### src/rtl/core/wse_pkg.sv
`default_nettype none
package wse_pkg;

    localparam int CORDIC_STAGES = 16;
    localparam int COORD_BITS    = 24;
    localparam int TABLE_LEN     = 24;
    localparam int MOD_STEPS     = 22;

    localparam int DX_W  = COORD_BITS + 1;
    localparam int VEC_W = COORD_BITS + 12;
    localparam int D_W   = VEC_W - 1;
    localparam int ANG_W = 34;
    localparam int ROT_W = 34;
    localparam int MOD_W = 56;

    localparam int PIPE_LEN = 2 * CORDIC_STAGES + 8 + MOD_STEPS;
    localparam int LATENCY  = PIPE_LEN + 2;

    localparam logic signed [ANG_W-1:0] PI_Q30       = 34'sd3373259426;
    localparam logic signed [ANG_W-1:0] HALF_PI_Q30  = 34'sd1686629713;
    localparam logic signed [ANG_W-1:0] START_Q30    = 34'sd2529944570;
    localparam logic signed [ROT_W-1:0] INV_GAIN_Q30 = 34'sd652032874;
    localparam logic [15:0]             INV_GAIN_Q16 = 16'd39797;
    localparam logic [22:0]             OUT_MAX      = 23'h7FFFFF;

    localparam logic [2:0] CFG_GAIN    = 3'd0;
    localparam logic [2:0] CFG_FREQ    = 3'd1;
    localparam logic [2:0] CFG_TWIST   = 3'd2;
    localparam logic [2:0] CFG_INV_LEN = 3'd3;
    localparam logic [2:0] CFG_INV_SS  = 3'd4;

    typedef struct packed {
        logic [15:0] gain;
        logic [23:0] freq;
        logic [15:0] twist;
        logic [23:0] inv_len;
        logic [19:0] inv_ss;
    } t_cfg;

    typedef struct packed {
        logic signed [DX_W-1:0] dx;
        logic signed [DX_W-1:0] dy;
        logic signed [23:0]     pz;
        logic signed [23:0]     peak;
        logic                   zero;
    } t_item;

    function automatic logic signed [ANG_W-1:0] atan_q30(input logic [4:0] idx);
        logic signed [ANG_W-1:0] v;
        unique case (idx)
            5'd0:    v = 34'sd843314856;
            5'd1:    v = 34'sd497837829;
            5'd2:    v = 34'sd263043836;
            5'd3:    v = 34'sd133525158;
            5'd4:    v = 34'sd67021686;
            5'd5:    v = 34'sd33543515;
            5'd6:    v = 34'sd16775850;
            5'd7:    v = 34'sd8388437;
            5'd8:    v = 34'sd4194282;
            5'd9:    v = 34'sd2097149;
            5'd10:   v = 34'sd1048575;
            5'd11:   v = 34'sd524287;
            5'd12:   v = 34'sd262143;
            5'd13:   v = 34'sd131071;
            5'd14:   v = 34'sd65535;
            5'd15:   v = 34'sd32767;
            5'd16:   v = 34'sd16383;
            5'd17:   v = 34'sd8191;
            5'd18:   v = 34'sd4095;
            5'd19:   v = 34'sd2047;
            5'd20:   v = 34'sd1023;
            5'd21:   v = 34'sd511;
            5'd22:   v = 34'sd255;
            5'd23:   v = 34'sd127;
            default: v = '0;
        endcase
        return v;
    endfunction

endpackage
`default_nettype wire

### src/rtl/core/wse_queue.sv
`default_nettype none
module wse_queue (
    input  wire logic            i_clk,
    input  wire logic            i_rst_n,
    input  wire logic            i_push,
    input  wire wse_pkg::t_item  i_item,
    output logic                 o_vld,
    output logic                 o_full,
    output wse_pkg::t_item       o_item
);

    wse_pkg::t_item r_mem [0:1];
    logic           r_wr, r_rd;
    logic [1:0]     r_cnt;
    logic           pop;

    assign pop    = (r_cnt != 2'd0);
    assign o_vld  = pop;
    assign o_full = (r_cnt == 2'd2);
    assign o_item = r_mem[r_rd];

    always_ff @(posedge i_clk) begin
        if (!i_rst_n) begin
            r_wr  <= 1'b0;
            r_rd  <= 1'b0;
            r_cnt <= 2'd0;
        end else begin
            if (i_push) begin
                r_wr <= ~r_wr;
            end
            if (pop) begin
                r_rd <= ~r_rd;
            end
            r_cnt <= r_cnt + 2'(i_push) - 2'(pop);
        end
    end

    always_ff @(posedge i_clk) begin
        if (i_push) begin
            r_mem[r_wr] <= i_item;
        end
    end

endmodule
`default_nettype wire

### config.mk
export PLATFORM = sky130hd
export DESIGN_NAME = wse_queue
export DESIGN_NICKNAME = d
export VERILOG_FILES = /design/src/rtl/core/wse_pkg.sv /design/src/rtl/core/wse_queue.sv
export SDC_FILE = /design/constraint.sdc
export NUM_CORES = 1
export LEC_CHECK = 0
export BUFFER_PORTS_ARGS = -buffer_cell sky130_fd_sc_hd__buf_2
export CORE_ASPECT_RATIO = 1.2
export CORE_UTILIZATION = 30
export CTS_BUF_LIST = sky130_fd_sc_hd__clkbuf_4 sky130_fd_sc_hd__clkbuf_8
export CTS_CLUSTER_DIAMETER = 50
export DETAILED_ROUTE_END_ITERATION = 16
export PLACE_DENSITY = 0.51
export SYNTH_ARGS = -nofsm -noshare
export SYNTH_HDL_FRONTEND = slang
export SYNTH_SLANG_ARGS = --single-unit
### constraint.sdc
create_clock -name i_clk -period 5.52 [get_ports i_clk]
set_clock_uncertainty 0.2 [all_clocks]
set_input_delay 0 -clock i_clk [delete_from_list [all_inputs] [get_ports i_clk]]
set_output_delay 0 -clock i_clk [all_outputs]
set_load 0.005 [all_outputs]
==> impl_metrics.csv <==
group,metric,value,unit
outcome,outcome,"complete, no violations",
layout,multi_input_area,1270,µm²
timing,drv_slew,0,
global_routing,grt.total_usage,12.6,%
clock_tree,cts_inserted_buffers,34,
worst_hold_path,hold_start,"i_item[1]",
timing,period_minus_slack,2.83,ns
logic_synthesis,avgSynthCellArea,22.4,µm²
detailed_routing,ant_nets,0,
power,seqPwrFrac,51.7,%
logic_synthesis,synth_top_cell_area_share,80.5,%
layout,final_cells,1046,
critical_path,worstSetupPathType,"flop to output pin",
floorplan,num_io_pins,203,
critical_path,arrival,2.63,ns
logic_synthesis,synth_top_area_cell,"edfxtp_1",
worst_hold_path,hold_depth,2,
placement,dp_hpwl,9.00,mm
layout,antenna_cells,0,
critical_path,r2r_cells,4,
detailed_routing,firstDrtPassIters,4,
worst_hold_path,hold_end,"r_mem[1][1]",
logic_synthesis,synth_edf_count,198,
global_routing,antenna_found_initial,0,
logic_synthesis,ys_ff_latch,203,
timing,timing.slew.headroom,37.9,%
power,vdd_drop_max,0.243,mV
power,power.leakage,0.00415,µW
detailed_routing,num_vias,4392,
detailed_routing,routed_wl,15.6,mm
timing,hold_violations,0,
worst_hold_path,hold_path_class,"primary input to flop",
critical_path,rrSetupSlack,3.06,ns
critical_path,required,5.32,ns
critical_path,regToRegStartpoint,"r_wr",
power,internal_power,2770,µW
timing,timing.final.crit_share,51.3,%
floorplan,placementRows,62,
critical_path,path_max_fanout,60,
layout,syn_to_final_growth,47.4,%
timing,rsz0062_at_grt,"false",
flow_run,drv_cap,0,
clock_tree,cts_resized,0,
power,fin_total_pwr,3500,µW
placement,portBuffers,202,
layout,nets,804,
power,pwr_density_cell,322,nW/µm²
global_routing,grt_max_degree,76,
power,switching_share,20.9,%
power,pwr-share-comb,9.6,%
clock_tree,clk-insertion-delay-late,0.50,ns
detailed_routing,viasPerCell,4.20,
layout,layout_common_cells,"buf_2, edfxtp_1, dlygate4sd3_1, mux2_2, clkbuf_8",
global_routing,grt_pass1_vias,4907,
layout,fill_cells,2154,
detailed_routing,drt-initial-drc-count,139,
clock_tree,cts_post_setup_buffers_inserted,0,
logic_synthesis,yosysUniqueCellTypes,17,
critical_path,start_kind,"flop",
timing,fmax,0.353,GHz
critical_path,endpoint_kind,"output pin",
clock_tree,numClockSinks,203,
layout,mostFrequentLayoutCell,"buf_2",
floorplan,dieWidth,145,µm
logic_synthesis,synth_ff_type,"edfxtp_1",
floorplan,core_area,24000,µm²
detailed_routing,route.detailed.drc,0,
logic_synthesis,yosysSeqAreaShare,81.9,%
placement,dpl.cell_count,844,
clock_tree,h-tree-depth,2,
detailed_routing,routedWlPerCell,14.9,µm
timing,setup_tns,0,ns
logic_synthesis,ys_async_sr_fraction,0,%
clock_tree,ctsRootBufferMaster,"clkbuf_8",
logic_synthesis,synth_nets,433,
placement,dpl-instance-area,8770,µm²
logic_synthesis,ys.warnings.count,0,
layout,final_area,10900,µm²
global_routing,grt-ovfl-total,0,
power,p_switching,732,µW
layout,seq_area,6050,µm²
timing,setup_violations,0,
layout,final_layout_size_suffix_gt1_share,50.1,%
critical_path,r2r_end,"r_wr",
floorplan,start_util,30.7,%
clock_tree,cts.clk_slew.worst_paths,0.06,ns
placement,globalplace.congestion,0.685,
clock_tree,cts_tree,"yes",
clock_tree,clock_path_buffers,3,
power,clkPwrFrac,38.7,%
global_routing,grt_pass1_wl,24.7,mm
logic_synthesis,synth_area_leaders,"edfxtp_1, mux2_2, mux2_4",
logic_synthesis,netlist_area,7380,µm²
logic_synthesis,synthCells,330,
timing,worst_pin_slew,0.932,ns
floorplan,die_area,25200,µm²
floorplan,die_h,174,µm
worst max-delay path, stage by stage, from the launching register on:
cell	delay, ns
dfxtp_4	0.90
buf_4	0.60
mux2_2	0.41
buf_2	0.13
area by class of cell:
type | instances | share of cell area (%)
sequential | 203 | 55.6
multi-input combinational | 116 | 11.7
clock buffer | 48 | 5.44
tap | 320 | 3.68
clock inverter | 13 | 1.05
timing repair buffer | 346 | 22.6
logic make-up after synthesis:
kind of cell | count (synthesis) | share of synthesized area [%]
buf+inv | 11 | 1.00
fa+ha+maj | 1 | 0.169
compound gates | 2 | 0.169
flops | 203 | 81.9
mux | 100 | 15.7
simple gates | 13 | 1.03
state kept, by name, summed over array words and instances, names as in the netlist, named ones only:
register / flops
r_cnt: 2
r_mem: 198
r_rd: 1
r_wr: 1
metrics by stage:
step           setup WS [ns]  hold WS (ns)  util, %
6_report                2.69        0.0311     45.3
5_1_grt                 2.45       0.00344     45.3
3_3_place_gp            3.14      -0.00943     36.5
3_5_place_dp            3.09      -0.00798     36.5
4_1_cts                 2.52       0.00114     45.3
2_1_floorplan         0.0495        -0.101        -
cell usage after synthesis, types with 2 or more instances:
cell	number
dfxtp_1	5
buf_6	3
nor2b_1	4
and3_1	2
nand2_1	2
mux2_2	89
mux2_4	10
buf_2	8
edfxtp_1	198
and2_1	2
power groups by stage:
stage / sequential (µW) / combinational, µW / clock [µW]
final: 1810 / 335 / 1360
after global routing: 1820 / 365 / 1470
after CTS: 1810 / 341 / 1410
after detailed placement: 1840 / 262 / 0
after global placement: 1840 / 257 / 0
after floorplan: 1830 / 136 / 0
routing by layer:
metal  track usage, %  routed length, µm
met5                0                  0
met4             4.43                391
met3             4.24               1150
met2             23.1               8080
met1             13.4               5980
what timing repair did:
action	in CTS	in global routing
endpoints found under the hold margin	228	0
endpoints found under the setup margin	0	0
hold buffers	141	0
worst max-delay path by stage:
stage | to | slack [ns] | cells after the start
2_1_floorplan | r_mem[0][0] | 0.05 | 1
3_3_place_gp | o_item[31] | 3.14 | 3
3_5_place_dp | r_mem[1][75] | 3.09 | 2
4_1_cts | o_item[9] | 2.52 | 3
5_1_grt | o_item[2] | 2.45 | 3
6_report | o_item[31] | 2.69 | 3
Power figures use the tool's default switching activity.
