### src/rtl/core/wse_pkg.sv
`default_nettype none
package wse_pkg;

    localparam int CORDIC_STAGES = 16;
    localparam int COORD_BITS    = 24;
    localparam int TABLE_LEN     = 24;
    localparam int MOD_STEPS     = 22;

    localparam int DX_W  = COORD_BITS + 1;
    localparam int VEC_W = COORD_BITS + 12;
    localparam int D_W   = VEC_W - 1;
    localparam int ANG_W = 34;
    localparam int ROT_W = 34;
    localparam int MOD_W = 56;

    localparam int PIPE_LEN = 2 * CORDIC_STAGES + 8 + MOD_STEPS;
    localparam int LATENCY  = PIPE_LEN + 2;

    localparam logic signed [ANG_W-1:0] PI_Q30       = 34'sd3373259426;
    localparam logic signed [ANG_W-1:0] HALF_PI_Q30  = 34'sd1686629713;
    localparam logic signed [ANG_W-1:0] START_Q30    = 34'sd2529944570;
    localparam logic signed [ROT_W-1:0] INV_GAIN_Q30 = 34'sd652032874;
    localparam logic [15:0]             INV_GAIN_Q16 = 16'd39797;
    localparam logic [22:0]             OUT_MAX      = 23'h7FFFFF;

    localparam logic [2:0] CFG_GAIN    = 3'd0;
    localparam logic [2:0] CFG_FREQ    = 3'd1;
    localparam logic [2:0] CFG_TWIST   = 3'd2;
    localparam logic [2:0] CFG_INV_LEN = 3'd3;
    localparam logic [2:0] CFG_INV_SS  = 3'd4;

    typedef struct packed {
        logic [15:0] gain;
        logic [23:0] freq;
        logic [15:0] twist;
        logic [23:0] inv_len;
        logic [19:0] inv_ss;
    } t_cfg;

    typedef struct packed {
        logic signed [DX_W-1:0] dx;
        logic signed [DX_W-1:0] dy;
        logic signed [23:0]     pz;
        logic signed [23:0]     peak;
        logic                   zero;
    } t_item;

    function automatic logic signed [ANG_W-1:0] atan_q30(input logic [4:0] idx);
        logic signed [ANG_W-1:0] v;
        unique case (idx)
            5'd0:    v = 34'sd843314856;
            5'd1:    v = 34'sd497837829;
            5'd2:    v = 34'sd263043836;
            5'd3:    v = 34'sd133525158;
            5'd4:    v = 34'sd67021686;
            5'd5:    v = 34'sd33543515;
            5'd6:    v = 34'sd16775850;
            5'd7:    v = 34'sd8388437;
            5'd8:    v = 34'sd4194282;
            5'd9:    v = 34'sd2097149;
            5'd10:   v = 34'sd1048575;
            5'd11:   v = 34'sd524287;
            5'd12:   v = 34'sd262143;
            5'd13:   v = 34'sd131071;
            5'd14:   v = 34'sd65535;
            5'd15:   v = 34'sd32767;
            5'd16:   v = 34'sd16383;
            5'd17:   v = 34'sd8191;
            5'd18:   v = 34'sd4095;
            5'd19:   v = 34'sd2047;
            5'd20:   v = 34'sd1023;
            5'd21:   v = 34'sd511;
            5'd22:   v = 34'sd255;
            5'd23:   v = 34'sd127;
            default: v = '0;
        endcase
        return v;
    endfunction

endpackage
`default_nettype wire

### src/rtl/core/wse_front.sv
`default_nettype none
module wse_front (
    input  wire logic                 i_clk,
    input  wire logic                 i_rst_n,
    input  wire logic                 i_accept,
    input  wire logic signed [23:0]   i_pos_x,
    input  wire logic signed [23:0]   i_pos_y,
    input  wire logic signed [23:0]   i_pos_z,
    input  wire logic signed [23:0]   i_near_x,
    input  wire logic signed [23:0]   i_near_y,
    input  wire logic                 i_near_found,
    input  wire logic                 i_occupied,
    input  wire logic signed [23:0]   i_structure_density,
    input  wire logic signed [23:0]   i_peak_density,
    input  wire wse_pkg::t_cfg        i_cfg,
    output logic                      o_vld,
    output wse_pkg::t_item            o_item
);

    localparam logic signed [33:0] LIM_HI = (34'sd1 <<< wse_pkg::COORD_BITS) - 34'sd1;
    localparam logic signed [33:0] LIM_LO = -(34'sd1 <<< wse_pkg::COORD_BITS);

    logic signed [24:0] diff_x, diff_y;
    logic signed [33:0] ext_x, ext_y, sat_x, sat_y;
    logic               zero;
    logic               r_vld;
    wse_pkg::t_item     r_item;

    assign diff_x = 25'(i_near_x) - 25'(i_pos_x);
    assign diff_y = 25'(i_near_y) - 25'(i_pos_y);
    assign ext_x  = 34'(diff_x);
    assign ext_y  = 34'(diff_y);

    always_comb begin
        sat_x = (ext_x > LIM_HI) ? LIM_HI : ((ext_x < LIM_LO) ? LIM_LO : ext_x);
        sat_y = (ext_y > LIM_HI) ? LIM_HI : ((ext_y < LIM_LO) ? LIM_LO : ext_y);
        zero  = i_occupied || !i_near_found || i_peak_density[23]
             || i_structure_density[23] || (i_structure_density == 24'sd0)
             || ((diff_x == 25'sd0) && (diff_y == 25'sd0))
             || (i_cfg.freq == 24'd0) || (i_cfg.inv_len == 24'd0);
    end

    always_ff @(posedge i_clk) begin
        if (!i_rst_n) begin
            r_vld <= 1'b0;
        end else begin
            r_vld <= i_accept;
        end
    end

    always_ff @(posedge i_clk) begin
        if (i_accept) begin
            r_item.dx   <= sat_x[wse_pkg::DX_W-1:0];
            r_item.dy   <= sat_y[wse_pkg::DX_W-1:0];
            r_item.pz   <= i_pos_z;
            r_item.peak <= i_peak_density;
            r_item.zero <= zero;
        end
    end

    assign o_vld  = r_vld;
    assign o_item = r_item;

endmodule
`default_nettype wire

### config.mk
export PLATFORM = sky130hd
export DESIGN_NAME = wse_front
export DESIGN_NICKNAME = d
export VERILOG_FILES = /design/src/rtl/core/wse_pkg.sv /design/src/rtl/core/wse_front.sv
export SDC_FILE = /design/constraint.sdc
export NUM_CORES = 1
export LEC_CHECK = 0
export BUFFER_PORTS_ARGS = -buffer_cell sky130_fd_sc_hd__buf_4
export CAP_MARGIN = 10
export CORE_AREA = 2 2 147 149
export DETAILED_ROUTE_END_ITERATION = 16
export DIE_AREA = 0 0 149 151
export PLACE_DENSITY_LB_ADDON = 0.1
export SYNTH_ARGS = -nofsm -noshare
export SYNTH_HDL_FRONTEND = slang
export SYNTH_SLANG_ARGS = --single-unit
### constraint.sdc
create_clock -name i_clk -period 4.1 [get_ports i_clk]
set_input_delay 0.41 -clock i_clk [delete_from_list [all_inputs] [get_ports i_clk]]
set_output_delay 0.41 -clock i_clk [all_outputs]
set_load 0.01 [all_outputs]
==> results.md <==
* DP Wirelength at roughly 17000 µm
* Post-synth EDFFs at slightly below 100
* Layout area overhead at 46.24%
* Area of the die at around 22000 µm²
* Hold_ws at ~0.24 ns
* Post-synth top flop: edfxtp_1
* Clk sinks at 100
* Maximum clock frequency at between 300 and 400 MHz
* Diodes inserted at 0
* Final hold violations at 0
* Core region area at around 21000 µm²
* Register bit total from synthesis at 100
* DR WL/cell at between 15 and 20 µm
* Ranking of synthesized cells by area: edfxtp_1 46%, ha_1 9.3%, inv_1 4.3%
* Status: complete, no violations
* Post-route insts no fill at roughly 1200
* TritonCTS clock tree: done
* Slew margin rel. at 0.3479
* Clock slew at reported path FFs at about 0.080 ns
* Number of setup buffers added after CTS at 0
* Vias at 5935
* Max cap viols at 0
* Clock buffer count from CTS at 9
* Register area share after synthesis at 0.4616
* DRC Markers at 0
* DRT iter0 DRCs at around 250
* Critical Path AT at approximately 3.3 ns
* PwrDens at between 300 and 400 nW/µm²
* Routed vias/inst at 4.821
* Antenna violations before repair at 0
* H-tree Lvls at 3
* Share of flip-flops with an asynchronous set or reset at 0
* Die H at roughly 150 µm
* CP Class: in -> reg
* Distinct cells, synth at 73
* DR pass1 iterations at 4
* Final wirelength at 20730 µm
* Setup_tns at 0 ns
* Leakage at around 4.3 nW
* CP max FO at 4
* Initial core utilization at 0.3114
* Root Buffer: clkbuf_16
* Antenna Nets Post-Route at 0
* Min-Delay Path Class: in -> reg
* Synth Cell Area at approximately 6500 µm²
* Placed cell count at between 1000 and 1500
* RSZ-0062 raised after global routing: false
* I/O Pins at between 300 and 400
* Syn Nets at 951
* Gate Count Post-Synth at ~630
* Total gr overflow at 0
* First-pass GRT wire length at 30100 µm
* Fin crit share at 0.7526
* Avg Inst Size Synth at between 10 and 15 µm²
* Overall Global Routing Usage at 0.1734
* Data required, critical path at between 4 and 5 ns
* Largest area contributor in the netlist: edfxtp_1
* Final setup violation count at 0
* Yosys top cell area share at 0.4585
* Vias in the first global route at roughly 5500
* Min Clock Period, post-route at 3.086 ns
* Critical Path Start Type: primary input
* Nets at ~1300
* Post-cts resize count at 0
* Worst Tran Pin Value at roughly 1 ns
* CTS Buffer Depth at 2
* # fillers at ~2100
* Die Wd at approximately 150 µm
* PortBufs at 320
* Layout cells sized above 1 at 0.3787
* Total chip power at 0.003130 W
* Nature of the critical path endpoint: flip-flop
* Synth warn at 0
* Peak supply drop at around 0.16 mV
* Largest net degree at the start of global routing at slightly below 80
* Final Wtd Congestion at between 0.8 and 0.9
* Cts hold-fix bufs at 0
* Rows at 53
* Count of pins over their slew limit at 0
-- cells in the final DEF, fill, tap and decap left out, types with 10 or more instances in the layout --
master,netlist,routed
nor3_1,16,16
edfxtp_1,99,99
xnor2_1,15,15
inv_1,75,75
o21ai_0,25,25
a21oi_1,40,40
ha_1,48,48
a21o_1,16,16
nand4_1,10,10
nand2_1,34,34
o21bai_1,10,10
nor2_1,41,41
buf_4,0,321
nand3_1,10,10
nor4_1,21,21
-- worst max-delay path, cell delays in order --
cell,delay [ns]
buf_4,0.11
ha_1,0.21
fa_1,0.39
nand2b_1,0.18
a211o_1,0.31
a21boi_0,0.36
or3_1,0.17
o211ai_1,0.09
a2111o_1,0.37
nor4_1,0.35
nand4_1,0.17
o21ai_1,0.15
-- final timing paths --
kind         from    endpoint  slack, ns  depth (start not counted)
max    i_pos_x[0]   o_item[0]       1.01                         12
min   i_pos_z[20]  o_item[45]       0.24                          1
-- power breakdown --
part | total, W | internal [W] | switching (W)
Sequential | 0.00131 | 0.00128 | 0.0000342
Combinational | 0.00101 | 0.000492 | 0.000515
Clock | 0.000813 | 0.000420 | 0.000393
-- layer usage --
layer / wire, µm / GRT usage / vias up
li1: - / - / 3009
met1: 9356 / 0.2351 / 2710
met2: 9784 / 0.2853 / 200
met3: 1273 / 0.02801 / 16
met4: 311 / 0.05286 / 0
met5: 0 / 0 / -
-- registers in the layout, indices dropped and copies added, names as in the netlist --
signal,flops
o_vld,1
o_item,99
-- per-stage QoR --
stage	cell area, µm²	worst slack, ns	util
3_3_place_gp	9196	0.6067	0.4417
4_1_cts	9482	0.9541	0.4554
3_5_place_dp	9196	0.5852	0.4417
2_1_floorplan	6484	1.117	-
5_1_grt	9482	0.8325	0.4554
6_report	9482	1.014	0.4554
-- synthesized netlist by cell type, types with 3 or more instances --
library cell	instances
a2111oi_0	3
a211o_1	3
a211oi_1	6
a21boi_0	5
a21o_1	16
a21oi_1	40
a21oi_2	3
a31oi_1	6
and2_1	7
and3_1	5
buf_2	5
clkbuf_1	3
edfxtp_1	99
ha_1	48
inv_1	75
mux2i_1	5
nand2_1	34
nand2b_1	8
nand3_1	10
nand4_1	10
nor2_1	41
nor2b_1	7
nor3_1	16
nor4_1	21
nor4b_1	3
o2111ai_1	5
o211ai_1	7
o21a_1	8
o21ai_0	25
o21bai_1	10
o31a_1	4
or2_2	4
or3_1	8
xnor2_1	15
xor2_1	9
-- layout make-up --
type	count	area, µm²	area share
clock buffers	9	225.2	0.02375
clock inverters	7	60.06	0.006334
inverters	75	281.5	0.02969
multi-input cells	444	3168	0.3341
flip-flops and latches	100	2993	0.3157
well taps	275	344.1	0.03629
repair buffers	321	2410	0.2542
-- cell families (layout without fill, tap and decap cells) --
logic type      after synthesis  count (layout)  synth area share
fa+ha+maj                    50              50           0.09880
simple gates                193             193            0.1600
compound gates              171             171            0.1880
buf+inv                      84             412           0.04979
flops                       100             100            0.4616
mux                           6               6          0.009456
xor+xnor                     24              24           0.03242
Power figures use the tool's default switching activity.
